File: config.mk
export PLATFORM = sky130hd
export DESIGN_NAME = cpvg_fifo
export DESIGN_NICKNAME = d
export VERILOG_FILES = /design/src/rtl/cpvg_fifo.sv
export SDC_FILE = /design/constraint.sdc
export NUM_CORES = 1
export LEC_CHECK = 0
export BUFFER_PORTS_ARGS = -buffer_cell sky130_fd_sc_hd__buf_4
export CAP_MARGIN = 30
export CELL_PAD_IN_SITES_DETAIL_PLACEMENT = 1
export CELL_PAD_IN_SITES_GLOBAL_PLACEMENT = 1
export CORE_MARGIN = 10
export CORE_UTILIZATION = 47
export CTS_CLUSTER_DIAMETER = 50
export DETAILED_ROUTE_END_ITERATION = 16
export PLACE_DENSITY_LB_ADDON = 0.1
export SYNTH_ARGS = -nofsm -noshare
export SYNTH_HDL_FRONTEND = slang
export SYNTH_SLANG_ARGS = --single-unit
export TNS_END_PERCENT = 30
File: constraint.sdc
create_clock -name clk -period 4.8 [get_ports clk]
set_input_delay 0.24 -clock clk [delete_from_list [all_inputs] [get_ports clk]]
set_output_delay 0.24 -clock clk [all_outputs]
set_load 0.01 [all_outputs]
File: src/rtl/cpvg_fifo.sv
`timescale 1ns / 1ps
`default_nettype none
// ----------------------------------------------------------------------------
// cpvg_fifo
// Two-entry queue between the front and the back.
// ----------------------------------------------------------------------------
module cpvg_fifo #(
  parameter int W = 96
) (
  input  wire logic         clk,
  input  wire logic         rst,
  input  wire logic         push,
  input  wire logic [W-1:0] push_data,
  input  wire logic         pop,
  output logic [W-1:0]      pop_data,
  output logic              full,
  output logic              empty
);

  logic [W-1:0] mem [2];
  logic         wptr;
  logic         rptr;
  logic [1:0]   count;

  assign full     = (count == 2'd2);
  assign empty    = (count == 2'd0);
  assign pop_data = mem[rptr];

  always_ff @(posedge clk) begin
    if (push && !full) mem[wptr] <= push_data;
  end

  always_ff @(posedge clk) begin
    if (rst) begin
      wptr  <= 1'b0;
      rptr  <= 1'b0;
      count <= 2'd0;
    end else begin
      if (push && !full) wptr <= ~wptr;
      if (pop && !empty) rptr <= ~rptr;
      unique case ({push && !full, pop && !empty})
        2'b10:   count <= count + 2'd1;
        2'b01:   count <= count - 2'd1;
        default: count <= count;
      endcase
    end
  end

endmodule
`default_nettype wire

# Yosys cells after proc, flatten, opt, wreduce, memory -nomap -nowiden
# Memories as Yosys holds them, arrays and structs flattened. A register that Yosys moved wholly into a read port is not among the register bits.
# Index checks and enable logic that the tools add are counted.
word_totals:
  wordCells: 22
  reg_bits: 4
  ram_bits: 192
  n_memories: 1
  out_inout_bits: 98
  in_bits: 100
mem_list:
  columns: ["memory", "words", "word_bits", "read_ports", "rd_ports_with_merged_regs", "wr", "line_no", "rtl"]
  rows:
  - ["mem", 2, 96, 1, 1, 1, "20", "logic [W-1:0] mem [2];"]
op_classes:
  bitwise: 2
  n_reduce_logical: 6
  n_mux: 5
  n_eq_ne: 3
  add_sub_neg: 2
ops:
  columns: ["operator", "n"]
  rows:
  - ["equality test 2 bit, second input constant", 2]
  - ["two-way mux 1 bit", 4]
  - ["case mux 2 bit (2 select lines)", 1]
  - ["adder 2 x 1 -> 2 bit, second input constant", 1]
  - ["equality test 2 x 1 -> 1 bit, second input constant", 1]
  - ["logical AND 1 bit", 2]
  - ["zero test 1 bit", 2]
  - ["zero test 2 bit", 1]
  - ["inverter 1 bit", 2]
  - ["nonzero test 2 bit", 1]
  - ["subtractor 2 x 1 -> 2 bit, second input constant", 1]

# Longest topological paths before layout
# Gate-level depths: netlist of the first run.
logic_depth:
  depth_word: 5
  mapped_depth: 6
  mapped_depth_nobuf: 6

# Worst setup path after synthesis of the first run
# Ideal clock, no wire load.
synth_path:
  path_kind: "flip-flop to flip-flop"
  from: "register count[0]"
  to: "memory mem[1][0], enable pin"
  setup_ns: 0.466
  setup_slack_ns: 1.510
  t_required_ns: 4.334
  n_path_buf: 0
  arrival_time_ns: 2.824
  path_stages_with_launch: 3
  period_less_slack_ns: 3.290
  cell_sequence: "dfxtp_1 -> nand2b_2 -> and3_1"
synth_between:
  elab_chain_cells: 5
synth_lines:
  columns: ["element", "line_no", "rtl"]
  rows:
  - ["from (decl)", "23", "logic [1:0] count;"]
  - ["from (signal assigned)", "42", "2'b10: count <= count + 2'd1;"]
  - ["from (signal assigned)", "43", "2'b01: count <= count - 2'd1;"]
  - ["from (signal assigned)", "44", "default: count <= count;"]
  - ["equality test 2 bit", "25", "assign full = (count == 2'd2);"]
  - ["zero test 1 bit", "30", "if (push && !full) mem[wptr] <= push_data;"]
  - ["logical AND 1 bit", "30", null]
  - ["two-way mux 1 bit", "30", null]
  - ["two-way mux 1 bit (implied by the code)", "30", null]
  - ["to (decl)", "20", null]
# No other way between the ends.

==> results of run 1 <==
==> critical path: stages (launching register included) <==
cell     delay [ns]
dfxtp_4        0.96
buf_4          0.53
mux2_1         0.40
buf_4          0.16
==> report_power, final <==
group	internal [uW]	switching, uW	total (uW)
logic	714	661	1370
registers	2170	150	2320
clock network	713	607	1320
total	3600	1420	5020
==> worst max-delay path by stage <==
stage | start | to | slack, ns
global route | flip-flop | pop_data[23] | 1.88
finish | flip-flop | pop_data[73] | 2.05
floorplan | count[0] | mem[1][0] | 1.51
detailed placement | count[0] | mem[0][50] | 2.17
CTS | flip-flop | pop_data[75] | 1.99
global placement | count[0] | mem[0][50] | 2.26
==> layout by cell type, fill, tap and decap left out <==
| cell | n |
|---|---|
| a21oi_1 | 2 |
| o21a_1 | 1 |
| ha_1 | 1 |
| clkinvlp_4 | 3 |
| nor2_1 | 4 |
| or3_1 | 2 |
| xnor2_1 | 2 |
| bufinv_16 | 1 |
| nand2_1 | 1 |
| nand2b_2 | 1 |
| clkbuf_1 | 2 |
| xor2_1 | 1 |
| and3_4 | 1 |
| clkinv_4 | 1 |
| clkinv_2 | 6 |
| inv_2 | 1 |
| dlygate4sd3_1 | 95 |
| diode_2 | 2 |
| inv_6 | 2 |
| inv_1 | 1 |
| clkbuf_16 | 17 |
| dfxtp_1 | 4 |
| edfxtp_1 | 192 |
| mux2_1 | 68 |
| dfxtp_4 | 1 |
| o21ai_0 | 2 |
| buf_4 | 200 |
| inv_4 | 1 |
| mux2_2 | 28 |
==> layout make-up <==
| type | instances | area [um^2] |
|---|---|---|
| antenna | 2 | 5.00 |
| sequential | 197 | 5870 |
| inverter | 3 | 13.8 |
| multi-input combinational | 114 | 1200 |
| timing repair buffer | 295 | 2450 |
| clock inverter | 13 | 109 |
| clock buffer | 19 | 433 |
| fill | 1278 | 4720 |
| tap | 188 | 235 |
==> through the flow <==
stage,cell area [um^2],util [%],hold slack (ns),instances
global route,10300,68.6,0.00787,831
finish,10300,68.6,0.0199,831
CTS,10300,68.6,0.000208,829
detailed placement,8820,58.7,0.428,702
global placement,8820,58.7,0.425,702
floorplan,7150,-,0.309,325
==> per-layer routing <==
metal	routed length, um	vias up	track usage (%)
li1	-	1889	-
met1	7140	2063	20.7
met2	9530	142	30.9
met3	1230	20	5.54
met4	260	0	6.23
met5	0	-	0
==> state kept, by name (all words and copies together) (netlist names), named ones only <==
signal,cells
count,2
mem,192
rptr,1
wptr,1
==> kinds of logic (layout without fill, tap and decap cells) <==
family          Yosys count  count (layout)  share of synthesized area, %
buf+inv                  14             330                          1.29
flops                   197             197                          82.0
xor+xnor                  3               3                         0.367
mux                      96              96                          15.1
compound gates            5               5                         0.385
other cells               0               2                             0
simple gates              9               9                         0.647
fa+ha+maj                 1               1                         0.175
==> metrics list, run 1 <==
* Result of the run: finished, final reports clean
* Via density per instance: roughly 5.0
- Final number of setup-violating endpoints: 0
* Cells taking the most area after synthesis: edfxtp_1, mux2_1, mux2_2
- The pre-antenna-repair detailed-routing pass consisted of 4 iterations.
- Vias in the first global route: approximately 4.7k
- The number of hold buffers added after CTS was 95.
- For this block, the initial DRC count from the detailed router was 300.
- IR analysis of the VDD net gives a maximum drop of roughly 0.00032 V.
- Avg WL per Cell: between 20 and 25 um
- In the post-route analysis, the smallest setup slack over all paths is just over 2 ns.
- Setup repair after global routing left no endpoint under its margin.
- Number of cells on the worst hold path: 1
- Subtracting the final worst setup slack from the clock period gives between 2 and 3 ns.
* Maximum count of clock buffers along a single path: 2
* Most frequent cells after synthesis: edfxtp_1, mux2_1, mux2_2
* Clock input transition at the sequential cells of the worst setup and hold paths: roughly 0.060 ns
- After floorplanning, the core was divided into 45 placement rows.
- Total number of nets in the final design: 729
- Capturing element type of the critical path: primary output
- Final GP Congestion: a little under 0.8
* Setup Slack @ Placement: about 2.2 ns
- Measured along the x axis, the die boundary spans 143 um.
- The first global-routing pass estimated between 20 and 30 mm of wire.
* Most frequently used flop master after synthesis: edfxtp_1
- For the worst setup path, the data arrival time is approximately 2.5 ns.
* EDFF count, synth: 192
- Maximum clock frequency: 363 MHz
- # port buffers: slightly below 200
- Total Die Area: approximately 21000 um^2
- Post-Synthesis Mean Instance Area: 22.0 um^2
- After synthesis, flip-flops and latches occupy roughly 82% of the total area.
- Number of cells on the worst reg-to-reg path: 5
- The tree is rooted in a clkbuf_16.
- The worst setup path is of the reg -> out kind.
* Yosys synthesis warning count: 0
- Drt drc: 0
- Final Hold Violating Endpoints: 0
- Net count of the mapped netlist: approximately 430
- Synthesis inferred between 150 and 200 register bits.
* Total power consumption of the routed design: between 5000 and 6000 uW
- For hold timing, the worst endpoint is mem[0][24].
* Clk_skew: ~0.0072 ns
* Peak fanout along the critical path: 66
- In this run the worst hold path is classified as in -> reg.
- Transition time of the tightest slew-check pin: around 1 ns
* CTS-repair resized insts: 0
- Static Leakage: 0.00389 uW
- Total gr overflow: 0
- Sum of negative setup slack: 0 ns
* Final slew viol count: 0
* Post-route clock period utilization: 57.4%
* Number of ports placed on the die boundary: between 150 and 200
- Of the cells placed in the final design, the portion with a size suffix greater than 1 is between 40 and 50%.
* Total wirelength of the detailed-routed design: around 18 mm
- The routed layout has between 4k and 5k vias.
* Required time at the endpoint of the critical path: 4.56 ns
- CTS tree: yes
* Synth async-reset ratio: 0%
- Reg-to-reg critical path endpoint: mem[0][93]
- Setup bufs post-CTS: 0
* Flop-to-flop setup slack: approximately 2.2 ns
* Most common cell in the netlist: edfxtp_1
* Top-area cell type share of the netlist area: between 80% and 90%
- For this configuration, the core starts out at a cell density of approximately 48%.
- The HPWL after detailed placement is about 11 mm.
- The synthesized netlist occupies a cell area of ~7200 um^2.
- Number of H-tree levels: 4
- Max-cap violations in this run came to 0.
- Compared with the post-synthesis result, the final layout area differs by 44.2%.
* Number of clock sinks: around 200
- The startpoint identified for the worst hold timing path is push_data[24].
* Number of distinct library cells after synthesis: 21
- Power density cells: between 400 and 500 nW/um^2
- The clock reaches the later pin of the worst-skew pair after 0.42 ns.
* Reg2reg start: count[0]
- Dominant cell type by area after synthesis: edfxtp_1
- Setup crit start kind: flip-flop
- CTS buffer count: 17
* Remaining antenna violation count after routing: 0
- Global routing used approximately 18% of the available tracks.
* Core Box Area: 15000 um^2
- Relative slew slack: ~33%
* Number of instances in the synthesized netlist: 325
- Chip Height: 143 um
- Entering global routing, the biggest net connects slightly above 70 pins.
- Initial antenna violation count: 2
No activity file was read; power rests on OpenSTA's default activity.
==> run 2, diff against run 1 <==
--- a/config.mk
+++ b/config.mk
@@ -10,7 +10,7 @@
 export CELL_PAD_IN_SITES_DETAIL_PLACEMENT = 1
 export CELL_PAD_IN_SITES_GLOBAL_PLACEMENT = 1
 export CORE_MARGIN = 10
-export CORE_UTILIZATION = 47
+export CORE_UTILIZATION = 44
 export CTS_CLUSTER_DIAMETER = 50
 export DETAILED_ROUTE_END_ITERATION = 16
 export PLACE_DENSITY_LB_ADDON = 0.1
==> constraint.sdc (replaced) <==
create_clock -name clk -period 2.7 [get_ports clk]
set_input_delay 0.135 -clock clk [delete_from_list [all_inputs] [get_ports clk]]
set_output_delay 0.135 -clock clk [all_outputs]
set_load 0.01 [all_outputs]
==> metrics list, run 2 (same netlist as run 1, synthesis figures left out) <==
- The flow ran to the end, and the final reports show no timing, DRC or antenna violations.
- Min cycle time layout: between 2 and 2.5 ns
- CTS tree: yes
- Clock input transition at the sequential cells of the worst setup and hold paths: 0.06 ns (about the same)
- Combinational power share: 28.8% (+1.4 points)
- The critical path buffer and inverter count came to 2 (unchanged).
- The total wire length after detailed routing was 18.1 mm (-0.18%).
- Leaving out fill and tap cells, the most frequent cell in the layout is buf_4.
- The total CTS buffers came to 17 (unchanged).
* Total number of nets in the final design: 735 (+0.82%)
* Cell family with most CP delay: flip-flops
- The number of endpoints failing setup at the final stage was 0 (unchanged).
- The switching fraction of total power is 28.0% (-0.25 points).
* Worst voltage drop across the vdd grid: 0.000548 V (+69%)
- The max-slew violation total from the final report is 0 (unchanged).
- Capturing element type of the critical path: primary output
* Drt drc: 0 (unchanged)
- Of the available clock period, the critical path in the final layout requires 79.5%.
- The length of the first detailed-routing pass in iterations was 4 (unchanged).
* Total Die Area: 21800 um^2 (+5.9%)
- Class of the worst hold path: in -> reg
- Transition time of the tightest slew-check pin: 0.440 ns (-0.564 ns)
- Maximum clock frequency: about 470 MHz
- Die outline width: 147 um (+2.9%)
* CP most frequent cell: buf_4
- Top flop regs: mem x192, count x2
- Delay of the slowest cell on the worst path: 0.62 ns (-0.34 ns)
* Final Hold Violating Endpoints: 0 (unchanged)
- The data required time of the worst path came to 2.57 ns (-1.99 ns).
- Global-route wire length before repair: 27.3 mm (about the same)
* Top register by number of flip-flops: mem
- The vertical die dimension came to 147 um (+2.9%).
* Total power consumption of the routed design: 8970 uW (+79%)
* Insertion delay to the later sink of the worst-skew pair: 0.42 ns (about the same)
- Vias in the first global route: 4828 (+3.7%)
* Power density cells: 858 nW/um^2 (+76%)
- Fraction of layout instances using a drive strength above 1: 41.1% (+0.083 points)
- The flip-flop count of the largest register, all copies and words added is 192 (unchanged).
* Final GP Congestion: 0.714 (-8.1%)
- The total number of H-tree levels is 4 (unchanged).
- Initial standard-cell utilization of the core: 45.0% (-2.6 points)
- The global-route total usage across every layer is 16.4% (-1.5 points).
- The worst setup path is launched from a flip-flop.
- Cell Rows: 46 (+2.2%)
- The standard cell area after detailed placement is 8930 um^2 (+1.3%).
- Relative slew slack: 70.7% (+38 points)
- Total of fill cells in the finished design: 1402 (+9.7%)
- Total gr overflow: 0 (unchanged)
* Clk_skew: 0.00897 ns (+0.00174 ns)
- Initial antenna violation count: 2 (unchanged)
- The core outline area was 15900 um^2 (+5.7%).
- Via density per instance: 4.74 (-4.2%)
- Pin count of the biggest net entering global routing: 51 (-28%)
* Maximum count of clock buffers along a single path: 2 (unchanged)
- List of cells traversed by the critical path: buf_4 -> mux2_2 -> buf_4
- The area of all placed cells without fillers came to 10500 um^2 (+1.3%).
- Peak fanout along the critical path: 30 (-55%)
- The internal power consumption came to 6460 uW (+79%).
- The I/O pin count is 198 (unchanged).
- The reported max-cap violation count is 0 (unchanged).
- The leakage component of the power was 0.00393 uW (+1.1%).
- The count of buffers from port buffering is 197 (unchanged).
- The number of DRC violations after detailed-routing iteration 0 came to 235 (-22%).
- The total number of clock tree sinks came to 197 (unchanged).
* Post-DP HPWL: 11.5 mm (+6.2%)
- Setup repair after global routing left no endpoint under its margin.
* Slowest CP cell: dfxtp_4
- Remaining antenna violation count after routing: 0 (unchanged)
- The area growth from synthesis to layout is 46.2%.
- CTS root buffer: clkbuf_16
* Clk pwr share: 26.2% (about the same)
* Signal arrival time at the worst endpoint: 2.01 ns (-0.50 ns)
- Proportion of power drawn by flip-flops and latches: 45.0% (-1.3 points)
- The via count of the routed design is 4103 (-0.27%).
- Net Switching: 2510 uW (+77%)
* Top library cells by usage in the layout, fill and taps aside: buf_4, edfxtp_1, dlygate4sd3_1
- The wire length per cell after detailed routing was 21.0 um (-4.1%).
* Category of the critical setup timing path: reg -> out
==> run 2: cell count changes in the layout (fill, tap and decap cells not counted), sizes merged <==
cell         before  now
dlygate4sd3      95   97
clkinv            7    6
clkbuf           19   20
buf             200  204
==> run 2: stage by stage <==
step | worst slack, ns | TNS [ns] | util [%] | hold WS [ns] | std cells
after floorplan | -0.540 | -51.82 | - | 0.204 | 325
after global placement | 1.01 | 0 | 56.2 | 0.320 | 734
after CTS | 0.510 | 0 | 65.8 | 0.108 | 863
final | 0.553 | 0 | 65.8 | 0.122 | 865
after global routing | 0.436 | 0 | 65.8 | 0.174 | 865
after detailed placement | 0.951 | 0 | 56.2 | 0.323 | 734
==> run 2: tightest hold or removal path: cells and delay by family <==
family          cells  cell delay [ns]
compound gates      2             0.22
buf+inv             2             0.14
==> run 2: worst paths after layout <==
kind                                 from      endpoint  slack (ns)  cells past startpoint
worst min register to register       wptr          wptr        0.51                      2
worst max register to register   count[0]    mem[0][90]        0.95                      5
worst min-delay path                 push          wptr        0.12                      4
worst max-delay path            flip-flop  pop_data[10]        0.55                      3
==> run 2: metal layers <==
metal  wire length, um  share of wire, %  vias to the layer above  GRT usage, %
met5                 0                 0                        -             0
li1                  -                 -                     1898             -
met3              1270               7.0                       16          6.20
met1              6900                38                     2056          17.6
met4               297               1.6                        0          5.80
met2              9660                53                      133          29.0
==> run 2: cell type report <==
class                      count  area [um^2]  share of cell area, %
sequential                   197         5870                   56.1
timing repair buffer         301         2550                   24.4
multi-input combinational    114         1200                   11.5
clock buffer                  20          437                   4.18
tap                          216          270                   2.59
clock inverter                12          108                   1.03
inverter                       3         13.8                  0.132
antenna                        2         5.00                 0.0479
==> run 2: power by group through the flow <==
stage	Sequential (uW)	Combinational (uW)	Clock, uW
after global routing	4090	2780	2540
after global placement	4080	2430	0
after detailed placement	4110	2470	0
after CTS	4040	2610	2410
after floorplan	4010	1300	0
final	4040	2580	2350
==> run 2: repair_timing <==
item	4_1_cts	5_1_grt
hold buffers	97	0
setup endpoints to repair	0	0
setup buffers	0	0
resized for setup	0	0
endpoints found under the hold margin	197	0
==> run 3, diff against run 2 <==
==> constraint.sdc (replaced) <==
create_clock -name clk -period 2.22 [get_ports clk]
set_input_delay 0.111 -clock clk [delete_from_list [all_inputs] [get_ports clk]]
set_output_delay 0.111 -clock clk [all_outputs]
set_load 0.01 [all_outputs]
==> metrics list, run 3 (same netlist as run 1, synthesis figures left out) <==
- The flow ran to the end, and the final reports show no timing, DRC or antenna violations.
- Power density cells: 1090 nW/um^2 (+27%)
- Number of design-rule violations left by the first detailed-router iteration: 198 (-16%)
- Post-Route Utilization: 66.8% (+1.0 points)
- The core outline area was 15900 um^2 (unchanged).
* Vias in the first global route: 4890 (+1.3%)
* Top register by number of flip-flops: mem
- CTS-repair resized insts: 0 (unchanged)
- Total wirelength of the detailed-routed design: 19.1 mm (+5.3%)
* Via count of the routed design: 4168 (+1.6%)
* Setup Slack @ Placement: 0.274 ns (-0.676 ns)
- Maximum clock frequency: roughly 500 MHz
- The worst hold path begins at push.
- Total gr overflow: 0 (unchanged)
- The later-pin clock latency in the skew report is 0.43 ns (about the same).
- Reg2reg start: count[0]
- The leakage component of the power came to 0.00401 uW (+2.1%).
- The max-slew violation total from the final report came to 0 (unchanged).
- Via density per instance: 4.79 (+0.88%)
- Top library cells by usage in the layout, fill and taps aside: buf_4, edfxtp_1, dlygate4sd3_1
- The tree is rooted in a clkbuf_16.
* Clk_skew: 0.00835 ns (-0.000626 ns)
* CTS tree: yes
* Top flop regs: mem x192, count x2
- In the finished design, the share of the clock period the worst path needs comes to approximately nine tenths.
* Setup bufs post-CTS: 0 (unchanged)
* Layout overhead on the synthesized area: 48.5%
- The worst hold path belongs to the class in -> reg.
* Sum of negative setup slack: 0 ns (unchanged)
- Drt drc: 0 (unchanged)
- Fin Hold WS: 0.123 ns (+0.000990 ns)
- The total CTS buffers was 17 (unchanged).
- The count of buffers from port buffering was 197 (unchanged).
* Max-Cap Viols: 0 (unchanged)
* Fraction of layout instances using a drive strength above 1: 41.4% (+0.30 points)
- Signal arrival time at the worst endpoint: 1.89 ns (-0.12 ns)
- Number of cells on the worst hold path: 4 (unchanged)
- The clock-pin slew of the registers on the worst-case setup and hold paths came to 0.07 ns (about the same).
- The wire length per cell after detailed routing is 21.9 um (+4.6%).
- Setup repair after global routing left no endpoint under its margin.
* Maximum count of clock buffers along a single path: 2 (unchanged)
* Post-DP HPWL: 11.6 mm (+0.72%)
* CP most frequent cell: buf_4
- The setup slack of the critical path after layout was 0.217 ns (-0.336 ns).
- The width of the chip came to 147 um (unchanged).
- The number of endpoints failing setup at the final stage is 0 (unchanged).
* Number of cells on the worst reg-to-reg path: 5 (unchanged)
- The count of standard-cell rows was 46 (unchanged).
* Delay of the slowest cell on the worst path: 0.61 ns (about the same)
* List of cells traversed by the critical path: buf_4 -> mux2_1 -> buf_4
* Capturing element type of the critical path: primary output
- The starting density of the core is 45.0% (unchanged).
- The worst setup path is launched from a flip-flop.
* Most common cell after layout, fill and taps aside: buf_4
- The worst path needs approximately 2 ns of the cycle, external delays included.
- Chip Height: 147 um (unchanged)
- Global-route wire length before repair: 29.1 mm (+6.5%)
* Final Hold Violating Endpoints: 0 (unchanged)
* Final GP Congestion: 0.742 (+4.1%)
- The total power of the final layout came to 11600 uW (+29%).
- Remaining antenna violation count after routing: 0 (unchanged)
* Number of clock sinks: 197 (unchanged)
* Worst voltage drop across the vdd grid: 0.000707 V (+29%)
* Number of hold buffers added after CTS: 97 (unchanged)
* Tot GR Track Use: 17.5% (+1.1 points)
- Initial antenna violation count: 3 (+1)
- Largest register FFs: 192 (unchanged)
- Among all stages on the critical path, the largest delay is contributed by dfxtp_4.
- Detailed Routing Iterations Pass 1: 4 (unchanged)
* Number of H-tree levels: 4 (unchanged)
- The overall die area was 21800 um^2 (unchanged).
- Relative slew slack: 72.5% (+1.8 points)
* Pin count of the biggest net entering global routing: 70 (+37%)
- The largest fanout of any net on the critical path is 27 (-10%).
* Category of the critical setup timing path: reg -> out
- Transition time of the tightest slew-check pin: 0.413 ns (-0.0273 ns)
- Total number of nets in the final design: 740 (+0.68%)
* Number of ports placed on the die boundary: 198 (unchanged)
- The data required time of the worst path came to 2.11 ns (-0.46 ns).
## run 3: final cells by class
| class | instances | area (um^2) |
|---|---|---|
| Sequential cell | 197 | 5870 |
| Fill cell | 1400 | 5270 |
| Timing Repair Buffer | 306 | 2590 |
| Multi-Input combinational cell | 114 | 1200 |
| Clock buffer | 23 | 468 |
| Tap cell | 216 | 270 |
| Clock inverter | 9 | 200 |
| Inverter | 3 | 13.8 |
| Antenna cell | 3 | 7.51 |
## run 3: report_power, final
part | switching, uW | internal, uW | total (uW)
registers | 221 | 4690 | 4910
logic | 1570 | 1650 | 3230
clock network | 1280 | 2170 | 3460
## run 3: final timing paths
check	endpoint	slack, ns
max	pop_data[40]	0.22
min	wptr	0.12
max reg2reg	mem[0][20]	0.27
min reg2reg	wptr	0.52
## run 3: layer usage
| layer | global-route usage [%] | vias to the layer above | share of wire [%] |
|---|---|---|---|
| li1 | - | 1910 | - |
| met4 | 5.20 | 0 | 1.1 |
| met1 | 19.4 | 2108 | 40 |
| met5 | 0 | - | 0 |
| met3 | 6.01 | 18 | 5.7 |
| met2 | 31.1 | 132 | 54 |
## run 3: through the flow
step | std cells | area [um^2]
3_5_place_dp | 739 | 8970
6_report | 871 | 10600
4_1_cts | 868 | 10600
5_1_grt | 871 | 10600
3_3_place_gp | 739 | 8970
2_1_floorplan | 325 | 7150
## run 3: worst max-delay path: cells and delay by family, from the launching register on
kind | cells | cell delay, ns
flip-flops | 1 | 0.61
multiplexers | 1 | 0.39
buffers and inverters | 2 | 0.47
